==> config.mk <==
export PLATFORM = sky130hd
export DESIGN_NAME = hsv_color_vote_classifier_top_flat
export DESIGN_NICKNAME = d
export VERILOG_FILES = /design/src/sv/hcvc_pkg.sv /design/src/sv/hcvc_pixel_if.sv /design/src/sv/hcvc_result_if.sv /design/src/sv/hsv_color_vote_classifier_top.sv /design/src/flat_wrapper.sv
export SDC_FILE = /design/constraint.sdc
export NUM_CORES = 1
export LEC_CHECK = 0
export BUFFER_PORTS_ARGS = -buffer_cell sky130_fd_sc_hd__buf_2
export CAP_MARGIN = 5
export CORE_MARGIN = 3
export CORE_UTILIZATION = 29
export CTS_CLUSTER_DIAMETER = 200
export DETAILED_ROUTE_END_ITERATION = 10
export GPL_TIMING_DRIVEN = 0
export SYNTH_ARGS = -nofsm -noshare
export SYNTH_HDL_FRONTEND = slang
export SYNTH_SLANG_ARGS = --single-unit
==> constraint.sdc <==
create_clock -name clk -period 5.8 [get_ports clk]
set_input_delay 0 -clock clk [delete_from_list [all_inputs] [get_ports clk]]
set_output_delay 0 -clock clk [all_outputs]
set_load 0.005 [all_outputs]
==> src/sv/hcvc_pkg.sv <==
// hcvc_pkg: shared widths, colour codes, register indices and reset values
// for the HSV colour vote classifier. No dependencies.
`default_nettype none

package hcvc_pkg;

	// Field widths fixed by the pixel and result formats
	localparam int unsigned PIX_W      = 8;
	localparam int unsigned COLOR_W    = 2;
	localparam int unsigned TOTAL_W    = 16;
	localparam int unsigned CFG_IDX_W  = 3;
	localparam int unsigned CFG_DATA_W = 8;

	typedef logic [PIX_W-1:0]   pix_t;
	typedef logic [COLOR_W-1:0] color_t;
	typedef logic [TOTAL_W-1:0] total_t;

	// Colour codes
	localparam color_t COLOR_NONE   = 2'd0;
	localparam color_t COLOR_RED    = 2'd1;
	localparam color_t COLOR_BLUE   = 2'd2;
	localparam color_t COLOR_PURPLE = 2'd3;

	// Register indices
	localparam logic [CFG_IDX_W-1:0] REG_VOTE_RULE     = 3'd0;
	localparam logic [CFG_IDX_W-1:0] REG_SAT_MIN       = 3'd1;
	localparam logic [CFG_IDX_W-1:0] REG_VAL_MIN       = 3'd2;
	localparam logic [CFG_IDX_W-1:0] REG_VAL_MAX       = 3'd3;
	localparam logic [CFG_IDX_W-1:0] REG_PURPLE_HUE_LO = 3'd4;
	localparam logic [CFG_IDX_W-1:0] REG_PURPLE_HUE_HI = 3'd5;
	localparam logic [CFG_IDX_W-1:0] REG_BLUE_HUE_LO   = 3'd6;
	localparam logic [CFG_IDX_W-1:0] REG_BLUE_HUE_HI   = 3'd7;

	// Register reset values
	localparam pix_t RST_SAT_MIN       = 8'd43;
	localparam pix_t RST_VAL_MIN       = 8'd46;
	localparam pix_t RST_VAL_MAX       = 8'd240;
	localparam pix_t RST_PURPLE_HUE_LO = 8'd125;
	localparam pix_t RST_PURPLE_HUE_HI = 8'd155;
	localparam pix_t RST_BLUE_HUE_LO   = 8'd100;
	localparam pix_t RST_BLUE_HUE_HI   = 8'd124;

	// Fixed red hue band, wrapping round zero
	localparam pix_t RED_HUE_LO  = 8'd156;
	localparam pix_t RED_HUE_HI  = 8'd180;
	localparam pix_t RED_WRAP_HI = 8'd10;

	localparam total_t TOTAL_MAX = {TOTAL_W{1'b1}};

	// Configuration register set
	typedef struct packed {
		logic vote_rule;
		pix_t sat_min;
		pix_t val_min;
		pix_t val_max;
		pix_t purple_hue_lo;
		pix_t purple_hue_hi;
		pix_t blue_hue_lo;
		pix_t blue_hue_hi;
	} cfg_t;

endpackage

`default_nettype wire

==> src/sv/hcvc_pixel_if.sv <==
// hcvc_pixel_if: valid/ready channel carrying one HSV pixel per transaction.
// Depends on hcvc_pkg.
`default_nettype none

interface hcvc_pixel_if;
	import hcvc_pkg::*;

	logic valid;
	logic ready;
	pix_t hue;
	pix_t sat;
	pix_t val;
	logic last_pixel;

	modport source (output valid, hue, sat, val, last_pixel, input ready);
	modport sink   (input valid, hue, sat, val, last_pixel, output ready);
endinterface

`default_nettype wire

==> src/sv/hcvc_result_if.sv <==
// hcvc_result_if: valid/ready channel carrying one colour decision and totals.
// Depends on hcvc_pkg.
`default_nettype none

interface hcvc_result_if;
	import hcvc_pkg::*;

	logic   valid;
	logic   ready;
	color_t color;
	total_t red_total;
	total_t blue_total;
	total_t purple_total;

	modport source (output valid, color, red_total, blue_total, purple_total, input ready);
	modport sink   (input valid, color, red_total, blue_total, purple_total, output ready);
endinterface

`default_nettype wire

==> src/sv/hsv_color_vote_classifier_top.sv <==
// Channel  | Dir | Transaction content
// ---------+-----+---------------------------------------------------------
// pix      | in  | hue, sat, val, last_pixel (one pixel)
// res      | out | color, red_total, blue_total, purple_total (per region)
// cfg_*    | in  | register index and data, written when cfg_we is high
//
// One pixel per cycle while no last pixel waits in s1; a pixel enters s1,
// updates the counters on leaving s1, and a last pixel's snapshot is
// decided in s2 and held in the output register, which offers the result.
// Reset clears valids and counters and loads the register defaults.
// A held result stalls only last pixels in s1; ordinary pixels keep flowing
// until a last pixel has to wait in s1, which then holds off the input.
// Holds hsv_color_vote_classifier_top; depends on hcvc_pkg and both interfaces.
`default_nettype none

module hsv_color_vote_classifier_top
	import hcvc_pkg::*;
#(
	parameter int unsigned COUNT_WIDTH = 16
) (
	input  wire logic                  clk,
	input  wire logic                  arst_n,
	input  wire logic                  cfg_we,
	input  wire logic [CFG_IDX_W-1:0]  cfg_index,
	input  wire logic [CFG_DATA_W-1:0] cfg_data,
	hcvc_pixel_if.sink                 pix,
	hcvc_result_if.source              res
);

	localparam int unsigned SUM_W = COUNT_WIDTH + 2;
	localparam int unsigned EXT_W = (COUNT_WIDTH > TOTAL_W) ? COUNT_WIDTH : TOTAL_W;

	typedef logic [COUNT_WIDTH-1:0] cnt_t;
	typedef logic [SUM_W-1:0]       sum_t;

	function automatic cnt_t sat_inc(input cnt_t c);
		return (c == {COUNT_WIDTH{1'b1}}) ? c : c + cnt_t'(1);
	endfunction

	function automatic total_t clip_total(input cnt_t c);
		logic [EXT_W-1:0] ext;
		ext = EXT_W'(c);
		return (ext > EXT_W'(TOTAL_MAX)) ? TOTAL_MAX : TOTAL_W'(ext);
	endfunction

	// Configuration registers
	cfg_t cfg_q;

	always_ff @(posedge clk or negedge arst_n) begin
		if (!arst_n) begin
			cfg_q.vote_rule     <= 1'b0;
			cfg_q.sat_min       <= RST_SAT_MIN;
			cfg_q.val_min       <= RST_VAL_MIN;
			cfg_q.val_max       <= RST_VAL_MAX;
			cfg_q.purple_hue_lo <= RST_PURPLE_HUE_LO;
			cfg_q.purple_hue_hi <= RST_PURPLE_HUE_HI;
			cfg_q.blue_hue_lo   <= RST_BLUE_HUE_LO;
			cfg_q.blue_hue_hi   <= RST_BLUE_HUE_HI;
		end else if (cfg_we) begin
			unique case (cfg_index)
				REG_VOTE_RULE:     cfg_q.vote_rule     <= cfg_data[0];
				REG_SAT_MIN:       cfg_q.sat_min       <= cfg_data;
				REG_VAL_MIN:       cfg_q.val_min       <= cfg_data;
				REG_VAL_MAX:       cfg_q.val_max       <= cfg_data;
				REG_PURPLE_HUE_LO: cfg_q.purple_hue_lo <= cfg_data;
				REG_PURPLE_HUE_HI: cfg_q.purple_hue_hi <= cfg_data;
				REG_BLUE_HUE_LO:   cfg_q.blue_hue_lo   <= cfg_data;
				REG_BLUE_HUE_HI:   cfg_q.blue_hue_hi   <= cfg_data;
			endcase
		end
	end

	// Flow control: only last pixels need room downstream
	logic s1_valid_s1, s2_valid_s2, out_valid_q;
	logic hue_last_s1;
	logic out_free, s2_free, s2_move, s1_move, s1_free;

	assign out_free  = !out_valid_q || res.ready;
	assign s2_move   = s2_valid_s2 && out_free;
	assign s2_free   = !s2_valid_s2 || out_free;
	assign s1_move   = s1_valid_s1 && (!hue_last_s1 || s2_free);
	assign s1_free   = !s1_valid_s1 || s1_move;
	assign pix.ready = s1_free;

	// Stage 1: input register
	pix_t hue_s1, sat_s1, val_s1;

	always_ff @(posedge clk or negedge arst_n) begin
		if (!arst_n) begin
			s1_valid_s1 <= 1'b0;
		end else if (s1_free) begin
			s1_valid_s1 <= pix.valid;
		end
	end

	always_ff @(posedge clk) begin
		if (pix.valid && s1_free) begin
			hue_s1      <= pix.hue;
			sat_s1      <= pix.sat;
			val_s1      <= pix.val;
			hue_last_s1 <= pix.last_pixel;
		end
	end

	// Pixel classification against the hue windows
	logic dull, classify, in_purple, in_red, in_blue;

	always_comb begin
		dull      = (sat_s1 < cfg_q.sat_min) || (val_s1 < cfg_q.val_min) ||
		            (val_s1 > cfg_q.val_max);
		classify  = !(dull && !cfg_q.vote_rule);
		in_purple = (hue_s1 >= cfg_q.purple_hue_lo) && (hue_s1 <= cfg_q.purple_hue_hi);
		in_red    = ((hue_s1 >= RED_HUE_LO) && (hue_s1 <= RED_HUE_HI)) ||
		            (hue_s1 <= RED_WRAP_HI);
		in_blue   = (hue_s1 >= cfg_q.blue_hue_lo) && (hue_s1 <= cfg_q.blue_hue_hi);
	end

	// Counter next values, purple over red over blue
	cnt_t red_q, blue_q, purple_q, dull_q;
	cnt_t red_nxt, blue_nxt, purple_nxt, dull_nxt;

	always_comb begin
		red_nxt    = red_q;
		blue_nxt   = blue_q;
		purple_nxt = purple_q;
		dull_nxt   = (dull && cfg_q.vote_rule) ? sat_inc(dull_q) : dull_q;
		if (classify) begin
			priority if (in_purple) begin
				purple_nxt = sat_inc(purple_q);
			end else if (in_red) begin
				red_nxt = sat_inc(red_q);
			end else if (in_blue) begin
				blue_nxt = sat_inc(blue_q);
			end
		end
	end

	always_ff @(posedge clk or negedge arst_n) begin
		if (!arst_n) begin
			red_q    <= '0;
			blue_q   <= '0;
			purple_q <= '0;
			dull_q   <= '0;
		end else if (s1_move) begin
			if (hue_last_s1) begin
				red_q    <= '0;
				blue_q   <= '0;
				purple_q <= '0;
				dull_q   <= '0;
			end else begin
				red_q    <= red_nxt;
				blue_q   <= blue_nxt;
				purple_q <= purple_nxt;
				dull_q   <= dull_nxt;
			end
		end
	end

	// Stage 2: snapshot of the region's counts
	cnt_t red_s2, blue_s2, purple_s2, dull_s2;
	logic rule_s2;

	always_ff @(posedge clk or negedge arst_n) begin
		if (!arst_n) begin
			s2_valid_s2 <= 1'b0;
		end else if (s2_free) begin
			s2_valid_s2 <= s1_move && hue_last_s1;
		end
	end

	always_ff @(posedge clk) begin
		if (s1_move && hue_last_s1 && s2_free) begin
			red_s2    <= red_nxt;
			blue_s2   <= blue_nxt;
			purple_s2 <= purple_nxt;
			dull_s2   <= dull_nxt;
			rule_s2   <= cfg_q.vote_rule;
		end
	end

	// Colour vote
	sum_t r_x, b_x, p_x, d_x, rbp_sum, bp_sum, rp_sum, p2, p3, r2, b2;
	color_t color_d;

	always_comb begin
		r_x     = SUM_W'(red_s2);
		b_x     = SUM_W'(blue_s2);
		p_x     = SUM_W'(purple_s2);
		d_x     = SUM_W'(dull_s2);
		rbp_sum = r_x + b_x + p_x;
		bp_sum  = b_x + p_x;
		rp_sum  = r_x + p_x;
		p2      = p_x << 1;
		p3      = p2 + p_x;
		r2      = r_x << 1;
		b2      = b_x << 1;
		priority if (rule_s2 && (rbp_sum <= d_x)) begin
			color_d = COLOR_NONE;
		end else if (!rule_s2 && (p2 > r_x) && (p2 > b_x)) begin
			color_d = COLOR_PURPLE;
		end else if (rule_s2 && (p3 > r2) && (p3 > b2)) begin
			color_d = COLOR_PURPLE;
		end else if ((r_x >= bp_sum) && (red_s2 != '0)) begin
			color_d = COLOR_RED;
		end else if (b_x > rp_sum) begin
			color_d = COLOR_BLUE;
		end else begin
			color_d = COLOR_NONE;
		end
	end

	// Output register
	always_ff @(posedge clk or negedge arst_n) begin
		if (!arst_n) begin
			out_valid_q <= 1'b0;
		end else if (out_free) begin
			out_valid_q <= s2_valid_s2;
		end
	end

	always_ff @(posedge clk) begin
		if (s2_move) begin
			res.color        <= color_d;
			res.red_total    <= clip_total(red_s2);
			res.blue_total   <= clip_total(blue_s2);
			res.purple_total <= clip_total(purple_s2);
		end
	end

	assign res.valid = out_valid_q;

endmodule

`default_nettype wire

==> src/flat_wrapper.sv <==
// flat-port wrapper written by rule: the top's interface ports become plain ports
module hsv_color_vote_classifier_top_flat import hcvc_pkg::*;
#(
	parameter int unsigned COUNT_WIDTH = 16
)
  (clk, arst_n, cfg_we, cfg_index, cfg_data, pix_valid, pix_hue, pix_sat, pix_val, pix_last_pixel, pix_ready, res_valid, res_color, res_red_total, res_blue_total, res_purple_total, res_ready);
  hcvc_pixel_if pix_i ();
  hcvc_result_if res_i ();
  input  wire logic clk;
  input  wire logic arst_n;
  input  wire logic cfg_we;
  input  wire logic [CFG_IDX_W-1:0] cfg_index;
  input  wire logic [CFG_DATA_W-1:0] cfg_data;
  input wire logic [$bits(pix_i.valid)-1:0] pix_valid;
  input wire logic [$bits(pix_i.hue)-1:0] pix_hue;
  input wire logic [$bits(pix_i.sat)-1:0] pix_sat;
  input wire logic [$bits(pix_i.val)-1:0] pix_val;
  input wire logic [$bits(pix_i.last_pixel)-1:0] pix_last_pixel;
  output wire logic [$bits(pix_i.ready)-1:0] pix_ready;
  output wire logic [$bits(res_i.valid)-1:0] res_valid;
  output wire logic [$bits(res_i.color)-1:0] res_color;
  output wire logic [$bits(res_i.red_total)-1:0] res_red_total;
  output wire logic [$bits(res_i.blue_total)-1:0] res_blue_total;
  output wire logic [$bits(res_i.purple_total)-1:0] res_purple_total;
  input wire logic [$bits(res_i.ready)-1:0] res_ready;
  assign pix_i.valid = pix_valid;
  assign pix_i.hue = pix_hue;
  assign pix_i.sat = pix_sat;
  assign pix_i.val = pix_val;
  assign pix_i.last_pixel = pix_last_pixel;
  assign pix_ready = pix_i.ready;
  assign res_valid = res_i.valid;
  assign res_color = res_i.color;
  assign res_red_total = res_i.red_total;
  assign res_blue_total = res_i.blue_total;
  assign res_purple_total = res_i.purple_total;
  assign res_i.ready = res_ready;
  hsv_color_vote_classifier_top #(.COUNT_WIDTH(COUNT_WIDTH)) u_core (.clk(clk), .arst_n(arst_n), .cfg_we(cfg_we), .cfg_index(cfg_index), .cfg_data(cfg_data), .pix(pix_i), .res(res_i));
endmodule
## Yosys cells after proc, flatten, opt, wreduce, memory -nomap -nowiden

Cells that the tools add are included.

| word-level totals | value |
|---|---|
| input bits | 41 |
| output and inout bits | 52 |
| register bits | 264 |

| cells by class | value |
|---|---|
| eq/ne operators | 11 |
| reductions and logical operators | 39 |
| $lt $le $gt $ge | 20 |
| multiplexer cells | 22 |
| add/sub/neg operators | 9 |

Operator list:

| kind | number |
|---|---|
| two-way mux 16 bit | 18 |
| adder 16 x 1 -> 16 bit, second input constant | 4 |
| == test 16 bit, second input constant | 4 |
| adder 16 x 16 -> 17 bit | 3 |
| > comparator 16 bit, second input constant | 3 |
| > comparator 18 x 17 -> 1 bit | 2 |
| > comparator 17 x 16 -> 1 bit | 2 |
| adder 17 x 16 -> 18 bit | 1 |
| adder 18 x 16 -> 18 bit | 1 |
| greater-or-equal comparator 16 x 18 -> 1 bit | 1 |
| > comparator 16 x 18 -> 1 bit | 1 |
| less-or-equal comparator 18 x 16 -> 1 bit | 1 |
| greater-or-equal comparator 8 bit | 2 |
| less-or-equal comparator 8 bit | 2 |
| logical AND 1 bit | 16 |
| < comparator 8 bit | 2 |
| AND reduction 2 bit | 8 |
| nonzero test 16 bit | 1 |
| == test 3 bit, second input constant | 4 |
| greater-or-equal comparator 8 bit, second input constant | 1 |
| > comparator 8 bit | 1 |
| less-or-equal comparator 8 x 4 -> 1 bit, second input constant | 1 |
| less-or-equal comparator 8 bit, second input constant | 1 |
| two-way mux 2 bit | 4 |
| 5 further kinds | 17 |

## Depth between registers and ports, before layout

Gate-level depths: netlist of run 1.

| logic depth | value |
|---|---|
| word-level depth | 7 |
| gate-level depth with buffers | 25 |
| gate-level depth less buffers | 25 |

## Least setup slack after synthesis of run 1

OpenSTA, ideal clock, no wires.

| timing | value |
|---|---|
| kind | reg-to-reg |
| start point | register u_core.blue_s2[1] |
| end point | register u_core.res.color[1] (data pin) |
| library setup time | 0.254 ns |
| clock period less this slack | 5.180 ns |
| data required time | 5.546 ns |
| arrival | 4.926 ns |
| cell stages (with the launch flop) | 23 |
| buffers on the path | 0 |
| slack | 0.620 ns |
| cell sequence | edfxtp_1 > ha_1 > a21o_1 > a21oi_1 > o21bai_1 > a31oi_1 > o221ai_1 > o41ai_1 > xnor2_1 > ha_1 > or2_2 > a21oi_1 > a31oi_1 > a21oi_1 > xnor2_1 > ha_1 > and3_1 > nand3_1 > or4_1 > o311a_1 > a2111oi_0 > o21ai_1 > o21a_1 |

| between the ends | value |
|---|---|
| longest elaborated chain between the ends | 6 |
| elaborated cells on any way between the ends | 16 |
| those cells by class | add/sub (3); order compare (5); mux (4); reduce/logical (4) |

Ends and longest elaborated chain:

| item | RTL line | RTL |
|---|---|---|
| from (decl) | hsv_color_vote_classifier_top.sv:160 | `cnt_t red_s2, blue_s2, purple_s2, dull_s2;` |
| from (signal assigned) | hsv_color_vote_classifier_top.sv:174 | `blue_s2 <= blue_nxt;` |
| parallel branches: the longest is 6 deep, another holds adder 18 x 16 -> 18 bit | n/a |  |
| to (signal assigned) | hsv_color_vote_classifier_top.sv:223 | `res.color <= color_d;` |
| to (decl) | hcvc_result_if.sv:15 | `modport source (output valid, color, red_total, blue_total, purple_total, input ready);` |

Parallel ways; which one is timed is not known.
A chain may end at the register's enable or synchronous reset.

## Worst setup path in the final report of run 1

| timing | value |
|---|---|
| start point | register u_core.red_s2[0] |
| end point | register u_core.res.color[0] (data pin) |

| between the ends | value |
|---|---|
| longest elaborated chain between the ends | 5 |
| elaborated cells on any way between the ends | 16 |
| those cells by class | add/sub (2); order compare (4); mux (3); reduce/logical (7) |

Ends and longest elaborated chain:

| item | RTL line | RTL |
|---|---|---|
| from (decl) | hsv_color_vote_classifier_top.sv:160 |  |
| from (signal assigned) | hsv_color_vote_classifier_top.sv:173 | `red_s2 <= red_nxt;` |
| parallel branches: the longest is 5 deep, another holds adder 18 x 16 -> 18 bit | n/a |  |

Parallel ways; which one is timed is not known.

==> results of run 1 <==
-- cells in the mapped netlist, drive strengths merged, types with 41 or more instances --
| cell type | n | area share [%] |
|---|---|---|
| nand4 | 41 | 1.5 |
| mux2 | 44 | 2.6 |
| nand3 | 70 | 1.9 |
| nor3 | 47 | 1.2 |
| o21ai | 103 | 2.7 |
| dfrtp | 93 | 12 |
| a21o | 56 | 2.2 |
| a21oi | 108 | 2.9 |
| xnor2 | 71 | 3.3 |
| ha | 251 | 17 |
| nand2 | 130 | 2.6 |
| nor2 | 102 | 2.1 |
| inv | 152 | 3.0 |
| edfxtp | 140 | 22 |
-- kinds of logic after synthesis --
group / Yosys count / share of synthesized area [%]
DFF: 264 / 38.81
AOI/OAI and AO/OA: 473 / 16.42
muxes: 46 / 2.743
and+or+nand+nor: 557 / 15.54
buffers and inverters: 212 / 4.462
adders and majority gates: 256 / 17.12
xor gates and xnor gates: 106 / 4.905
-- state kept, by name (all words and copies together) (netlist names), 2 cells and up --
| register | flops |
|---|---|
| u_core.blue_q | 16 |
| u_core.res.purple_total | 16 |
| u_core.res.blue_total | 16 |
| u_core.res.red_total | 16 |
| u_core.dull_q | 16 |
| u_core.val_s1 | 8 |
| u_core.dull_s2 | 16 |
| u_core.red_q | 16 |
| u_core.cfg_q | 57 |
| u_core.purple_q | 16 |
| u_core.res.color | 2 |
| u_core.purple_s2 | 16 |
| u_core.sat_s1 | 8 |
| u_core.blue_s2 | 16 |
| u_core.red_s2 | 16 |
| u_core.hue_s1 | 8 |
-- layout make-up --
cell class | count | area [um^2] | area share [%]
clock buffer | 36 | 793.3 | 3.527
sequential | 264 | 7346 | 32.66
buffer | 60 | 274.0 | 1.218
multi-input combinational | 1438 | 10850 | 48.24
inverter | 152 | 570.5 | 2.537
tap | 855 | 1070 | 4.757
clock inverter | 20 | 316.6 | 1.408
timing repair buffer | 170 | 1270 | 5.647
-- routing by layer --
metal  vias up  share of wire (%)  GRT usage (%)
li1       7524                  -              -
met1      7582                 44          21.13
met2       486                 46          26.42
met3       124                5.6          2.137
met4         0                4.8          6.852
met5         -                  0              0
-- worst register-to-register path: stages, from the launching register on --
cell and delay [ns]:
edfxtp_1 0.49, ha_2 0.24, inv_1 0.05, fa_2 0.36, nor2b_2 0.14, o31a_1 0.21
o21ai_2 0.10, o21bai_1 0.14, a21oi_1 0.10, xnor2_1 0.26, ha_1 0.30, a21o_1 0.18
or3_1 0.33, a31oi_2 0.20, o31a_1 0.19, o21ai_2 0.09, xor2_1 0.15, ha_1 0.32
nand3_1 0.11, or4_4 0.58, o311a_4 0.15, a2111oi_4 0.36, o21ai_2 0.17, o21a_1 0.16
-- per-stage QoR --
stage,setup slack (ns),area (um^2)
2_1_floorplan,0.6198,18930
3_3_place_gp,-0.4307,20440
3_5_place_dp,-0.4068,20540
4_1_cts,0.04518,22240
5_1_grt,-0.07343,22490
6_report,0.1419,22490
-- report_power, final --
| group | internal [mW] | switching [mW] |
|---|---|---|
| Combinational | 0.937 | 1.19 |
| Clock | 1.29 | 0.813 |
| Sequential | 2.24 | 0.194 |
| Total | 4.47 | 2.20 |
-- final timing paths --
| check | slack, ns | endpoint |
|---|---|---|
| max | 0.14 | u_core.res.color[0]$_SDFFCE_PP0P_ |
| min | 0.11 | u_core.sat_s1[7]$_DFFE_PP_ |
| max reg2reg | 0.14 | u_core.res.color[0]$_SDFFCE_PP0P_ |
| min reg2reg | 0.48 | u_core.res.valid$_DFFE_PN0N_ |
| max in group asynchronous | 4.74 | u_core.purple_q[6]$_DFFE_PN0P_ |
| min in group asynchronous | 0.41 | u_core.cfg_q[46]$_DFFE_PN0P_ |
-- repair_timing --
item	in CTS	in global routing
endpoints found under the setup margin	2	2
hold endpoints to repair	200	0
resized for setup	8	13
pin swaps	6	15
gates cloned	0	0
buffers inserted	9	20
hold buffers	48	0
==> flow_metrics.env, run 1 <==
export IMPL_critical_path_max_stage_delay_ns=0.58
export IMPL_path_common_cell="o21ai_2"
export IMPL_grt_max_degree=65
export IMPL_groute_usage_overall_pct=16.05
export IMPL_synth_edf_count=140
export IMPL_hold_viol_final=0
export IMPL_yosysWarnings=0
export IMPL_setup_viol=0
export IMPL_clkLatencyLatePin_ns=0.60
export IMPL_grt_pass1_vias=15470
export IMPL_crit_path_start_kind="register"
export IMPL_area_delta_synth_final_pct=18.81
export IMPL_rows=93
export IMPL_setup_tns_ns=0
export IMPL_min_period_ns=5.658
export IMPL_max_freq_mhz=176.7
export IMPL_cp_depth=23
export IMPL_grt_pass1_wl_mm=86.33
export IMPL_hold_start="pix_sat[7]"
export IMPL_syn_area_um2=18930
export IMPL_drt_wl_total_mm=55.75
export IMPL_drive_above_1_share_pct=14.72
export IMPL_yosysSeqAreaShare_pct=38.81
export IMPL_cts_path_max_buffers=3
export IMPL_worstPathRequired_ns=6.13
export IMPL_final_cell_mix="ha_1, inv_1, edfxtp_1, nand2_1, a21oi_1"
export IMPL_worstHoldPathCells=2
export IMPL_cp_max_fo=3
export IMPL_critPathCaptureType="register"
export IMPL_first_pass_iters=5
export IMPL_cts_root_buf="clkbuf_16"
export IMPL_startpoint="u_core.red_s2[0]$_DFFE_PP_"
export IMPL_dominantRegCellSynth="edfxtp_1"
export IMPL_antenna_left=0
export IMPL_worstSetupPathType="register to register"
export IMPL_p_total_mw=6.663
export IMPL_io_pins=93
export IMPL_initial_core_util_pct=29.36
export IMPL_path_clk_slew_ns=0.06
export IMPL_synth_nets=2211
export IMPL_final_nets=2413
export IMPL_antenna_found_initial=0
export IMPL_dieWidth_um=261.5
export IMPL_hold_ws_ns=0.1114
export IMPL_leakagePower_nw=9.481
export IMPL_avgRoutedWirePerCell_um=18.61
export IMPL_rr_startpoint="u_core.red_s2[0]$_DFFE_PP_"
export IMPL_maxCapViolCount=0
export IMPL_power_density_nw_per_um2=296.3
export IMPL_cts_tree="yes"
export IMPL_critical_path_slowest_cell="or4_4"
export IMPL_final_util_pct=34.89
export IMPL_grt_overflow=0
export IMPL_period_share_pct=97.55
export IMPL_gp_congestion=0.8806
export IMPL_drc_errors=0
export IMPL_h_tree_depth=1
export IMPL_portBuffers=88
export IMPL_numCtsBuffers=30
export IMPL_dieArea_um2=68370
export IMPL_dpl_hpwl_mm=39.91
export IMPL_fill_cells=6503
export IMPL_max_slew_worst_pin_slew_ns=0.9003
export IMPL_fin_cells=2995
export IMPL_syn_area_per_cell_um2=9.889
export IMPL_die_h_um=261.5
export IMPL_final_common_cell="ha_1"
export IMPL_fp_coreArea_um2=64460
export IMPL_finClkSkew_ns=0.02216
export IMPL_holdCritPathClass="input pin to register"
export IMPL_status="finished, final reports clean"
export IMPL_postSynthCellCount=1914
export IMPL_relSlewSlack_pct=39.98
export IMPL_async_flop_share_pct=46.97
export IMPL_vias=15720
export IMPL_n_antenna_cell=0
export IMPL_finalMaxSlewViolations=0
export IMPL_peakVddDrop_mv=0.2364
export IMPL_ys_ff_latch=264
export IMPL_cp_cell_sequence="ha_2 > inv_1 > fa_2 > nor2b_2 > o31a_1 > o21ai_2 > o21bai_1 > a21oi_1 > xnor2_1 > ha_1 > a21o_1 > or3_1 > a31oi_2 > o31a_1 > o21ai_2 > xor2_1 > ha_1 > nand3_1 > or4_4 > o311a_4 > a2111oi_4 > o21ai_2 > o21a_1"
export IMPL_vias_per_cell=5.247
export IMPL_path_buf_inv=1
export IMPL_cts_sinks=264
export IMPL_rr_worst_depth=23
export IMPL_cp_arrival_ns=5.99
export IMPL_synth_distinct_cells=92
export IMPL_place_inst=2861
export IMPL_drt_iter0_drc=1142
export IMPL_critPathTopFamily="compound AO/OA/AOI/OAI gates"
Note: power is estimated with default switching activity, not from simulation.
==> run 2, diff against run 1 <==
--- a/config.mk
+++ b/config.mk
@@ -12,6 +12,7 @@
 export CTS_CLUSTER_DIAMETER = 200
 export DETAILED_ROUTE_END_ITERATION = 10
 export GPL_TIMING_DRIVEN = 0
+export RECOVER_POWER = 100
 export SYNTH_ARGS = -nofsm -noshare
 export SYNTH_HDL_FRONTEND = slang
 export SYNTH_SLANG_ARGS = --single-unit
==> flow_metrics.env, run 2 (synthesis gave the netlist of run 1 again) <==
export IMPL_status="finished with violations"
export IMPL_failed_checks="max-capacitance violations, max-slew violations"
export IMPL_drc_errors=0
export IMPL_drive_above_1_share_pct=12.85
export IMPL_cts_path_max_buffers=3
export IMPL_drt_iter0_drc=1159
export IMPL_grt_pass1_wl_mm=86.33
export IMPL_groute_usage_overall_pct=16.05
export IMPL_rr_startpoint="u_core.red_s2[0]$_DFFE_PP_"
export IMPL_hold_path_end="u_core.sat_s1[7]$_DFFE_PP_"
export IMPL_final_util_pct=34.73
export IMPL_cts_tree="yes"
export IMPL_grt_pass1_vias=15470
export IMPL_setup_viol=0
export IMPL_grt_overflow=0
export IMPL_antenna_left=0
export IMPL_vias=15740
export IMPL_final_common_cell="ha_1"
export IMPL_comb_power_share_pct=31.8
export IMPL_critical_path_max_stage_delay_ns=0.58
export IMPL_fp_coreArea_um2=64460
export IMPL_maxCapViolCount=3
export IMPL_largest_register_ffs=57
export IMPL_dieArea_um2=68370
export IMPL_top_register="u_core.cfg_q"
export IMPL_gp_congestion=0.8806
export IMPL_worstSetupPathType="register to register"
export IMPL_critPathCaptureType="register"
export IMPL_avgRoutedWirePerCell_um=18.65
export IMPL_min_period_ns=5.646
export IMPL_vias_per_cell=5.254
export IMPL_cp_max_fo=3
export IMPL_portBuffers=88
export IMPL_cts_sinks=264
export IMPL_leakagePower_nw=9.359
export IMPL_power_switching_mw=2.194
export IMPL_dieWidth_um=261.5
export IMPL_final_cell_mix="ha_1, inv_1, edfxtp_1, nand2_1, a21oi_1"
export IMPL_final_nets=2413
export IMPL_fin_cells=2995
export IMPL_max_slew_worst_pin_slew_ns=3.113
export IMPL_place_inst=2861
export IMPL_clkPwrFrac_pct=31.7
export IMPL_finClkSkew_ns=0.02633
export IMPL_peakVddDrop_mv=0.2353
export IMPL_first_pass_iters=5
export IMPL_critical_path_slowest_cell="or4_4"
export IMPL_cp_arrival_ns=5.97
export IMPL_cp_cell_sequence="ha_2 > inv_1 > fa_2 > nor2b_2 > o31a_1 > o21ai_2 > o21bai_1 > a21oi_1 > xnor2_1 > ha_1 > a21o_1 > or3_1 > a31oi_2 > o31a_1 > o21ai_2 > xor2_1 > ha_1 > nand3_1 > or4_4 > o311a_4 > a2111oi_4 > o21ai_2 > o21a_1"
export IMPL_rr_worst_depth=23
export IMPL_path_common_cell="o21ai_2"
export IMPL_finalMaxSlewViolations=129
export IMPL_holdCritPathClass="input pin to register"
export IMPL_path_buf_inv=1
export IMPL_hold_start="pix_sat[7]"
export IMPL_hold_viol_final=0
export IMPL_max_freq_mhz=177.1
export IMPL_grt_max_degree=65
export IMPL_rows=93
export IMPL_area_delta_synth_final_pct=18.27
export IMPL_drt_wl_total_mm=55.85
export IMPL_r2r_setup_slack_ns=0.15
export IMPL_cts_root_buf="clkbuf_16"
export IMPL_p_seq_share_pct=36.6
export IMPL_path_clk_slew_ns=0.06
export IMPL_h_tree_depth=1
export IMPL_r2r_end="u_core.res.color[0]$_SDFFCE_PP0P_"
export IMPL_die_h_um=261.5
export IMPL_critPathTopFamily="compound AO/OA/AOI/OAI gates"
export IMPL_worstPathRequired_ns=6.13
export IMPL_io_pins=93
export IMPL_internal_power_mw=4.459
export IMPL_initial_core_util_pct=29.36
export IMPL_power_density_nw_per_um2=297.2
export IMPL_worstHoldPathCells=2
export IMPL_antenna_found_initial=0
export IMPL_switching_share_pct=32.98
export IMPL_period_share_pct=97.34
export IMPL_clkLatencyLatePin_ns=0.60
export IMPL_crit_path_start_kind="register"
export IMPL_numCtsBuffers=30
export IMPL_setup_tns_ns=0
export IMPL_relSlewSlack_pct=-107.5
export IMPL_hold_ws_ns=0.1091
export IMPL_n_antenna_cell=0
export IMPL_dpl_hpwl_mm=39.91
## run 2: cell types whose count changed in the layout (fill, tap and decap cells not counted), sizes merged
cell / before / now
clkbuf: 76 / 115
dlymetal6s4s: 0 / 1
buf: 143 / 103
## run 2: layout make-up
class	count	area, um^2
fill	6506	42080
multi-input combinational	1438	10850
sequential	264	7346
timing repair buffer	170	1167
tap	855	1070
clock buffer	36	793.3
inverter	152	570.5
clock inverter	20	316.6
buffer	60	274.0
## run 2: worst max path at each step
stage	slack, ns	depth (start not counted)	start	to
2_1_floorplan	0.62	22	u_core.blue_s2[1]$_DFFE_PP_	u_core.res.color[1]$_SDFFCE_PP0P_
3_3_place_gp	-0.43	22	u_core.red_s2[1]$_DFFE_PP_	u_core.res.color[0]$_SDFFCE_PP0P_
3_5_place_dp	-0.41	22	u_core.red_s2[1]$_DFFE_PP_	u_core.res.color[0]$_SDFFCE_PP0P_
4_1_cts	0.05	22	u_core.red_s2[1]$_DFFE_PP_	u_core.res.color[0]$_SDFFCE_PP0P_
5_1_grt	-0.07	23	u_core.blue_s2[0]$_DFFE_PP_	u_core.res.color[0]$_SDFFCE_PP0P_
6_report	0.15	23	u_core.red_s2[0]$_DFFE_PP_	u_core.res.color[0]$_SDFFCE_PP0P_
## run 2: metal layers
layer,global-route usage (%),routed length [um],up-vias
met5,0,0,-
met4,6.852,2708,0
li1,-,-,7526
met3,2.137,3067,130
met1,21.13,24530,7602
met2,26.42,25540,478
## run 2: worst reg2reg max path, delay by kind of cell (launching register included)
kind	cells	cell delay [ns]
compound gates	12	2.05
xor+xnor	2	0.41
fa+ha+maj	4	1.22
buf+inv	1	0.05
flops	1	0.49
simple gates	4	1.16
## run 2: per-stage QoR
step / worst slack [ns] / cell area (um^2) / power, mW
after floorplan: 0.6198 / 18930 / 3.860
final: 0.1545 / 22390 / 6.652
after global placement: -0.4307 / 20440 / 4.366
after global routing: -0.07343 / 22390 / 7.088
after CTS: 0.04518 / 22240 / 6.644
after detailed placement: -0.4068 / 20540 / 4.444
## run 2: power groups by stage
stage	Clock (mW)	Sequential [mW]	Combinational (mW)
6_report	2.11	2.43	2.11
5_1_grt	2.24	2.45	2.39
4_1_cts	2.17	2.43	2.05
3_5_place_dp	0	2.48	1.97
3_3_place_gp	0	2.47	1.89
2_1_floorplan	0	2.39	1.47
## run 2: repair_timing
action | CTS | global route
pin swaps | 6 | 15
endpoints found under the setup margin | 2 | 2
endpoints found under the hold margin | 200 | 0
hold buffers | 48 | 0
buffers inserted | 9 | 20
gates resized for setup | 8 | 13
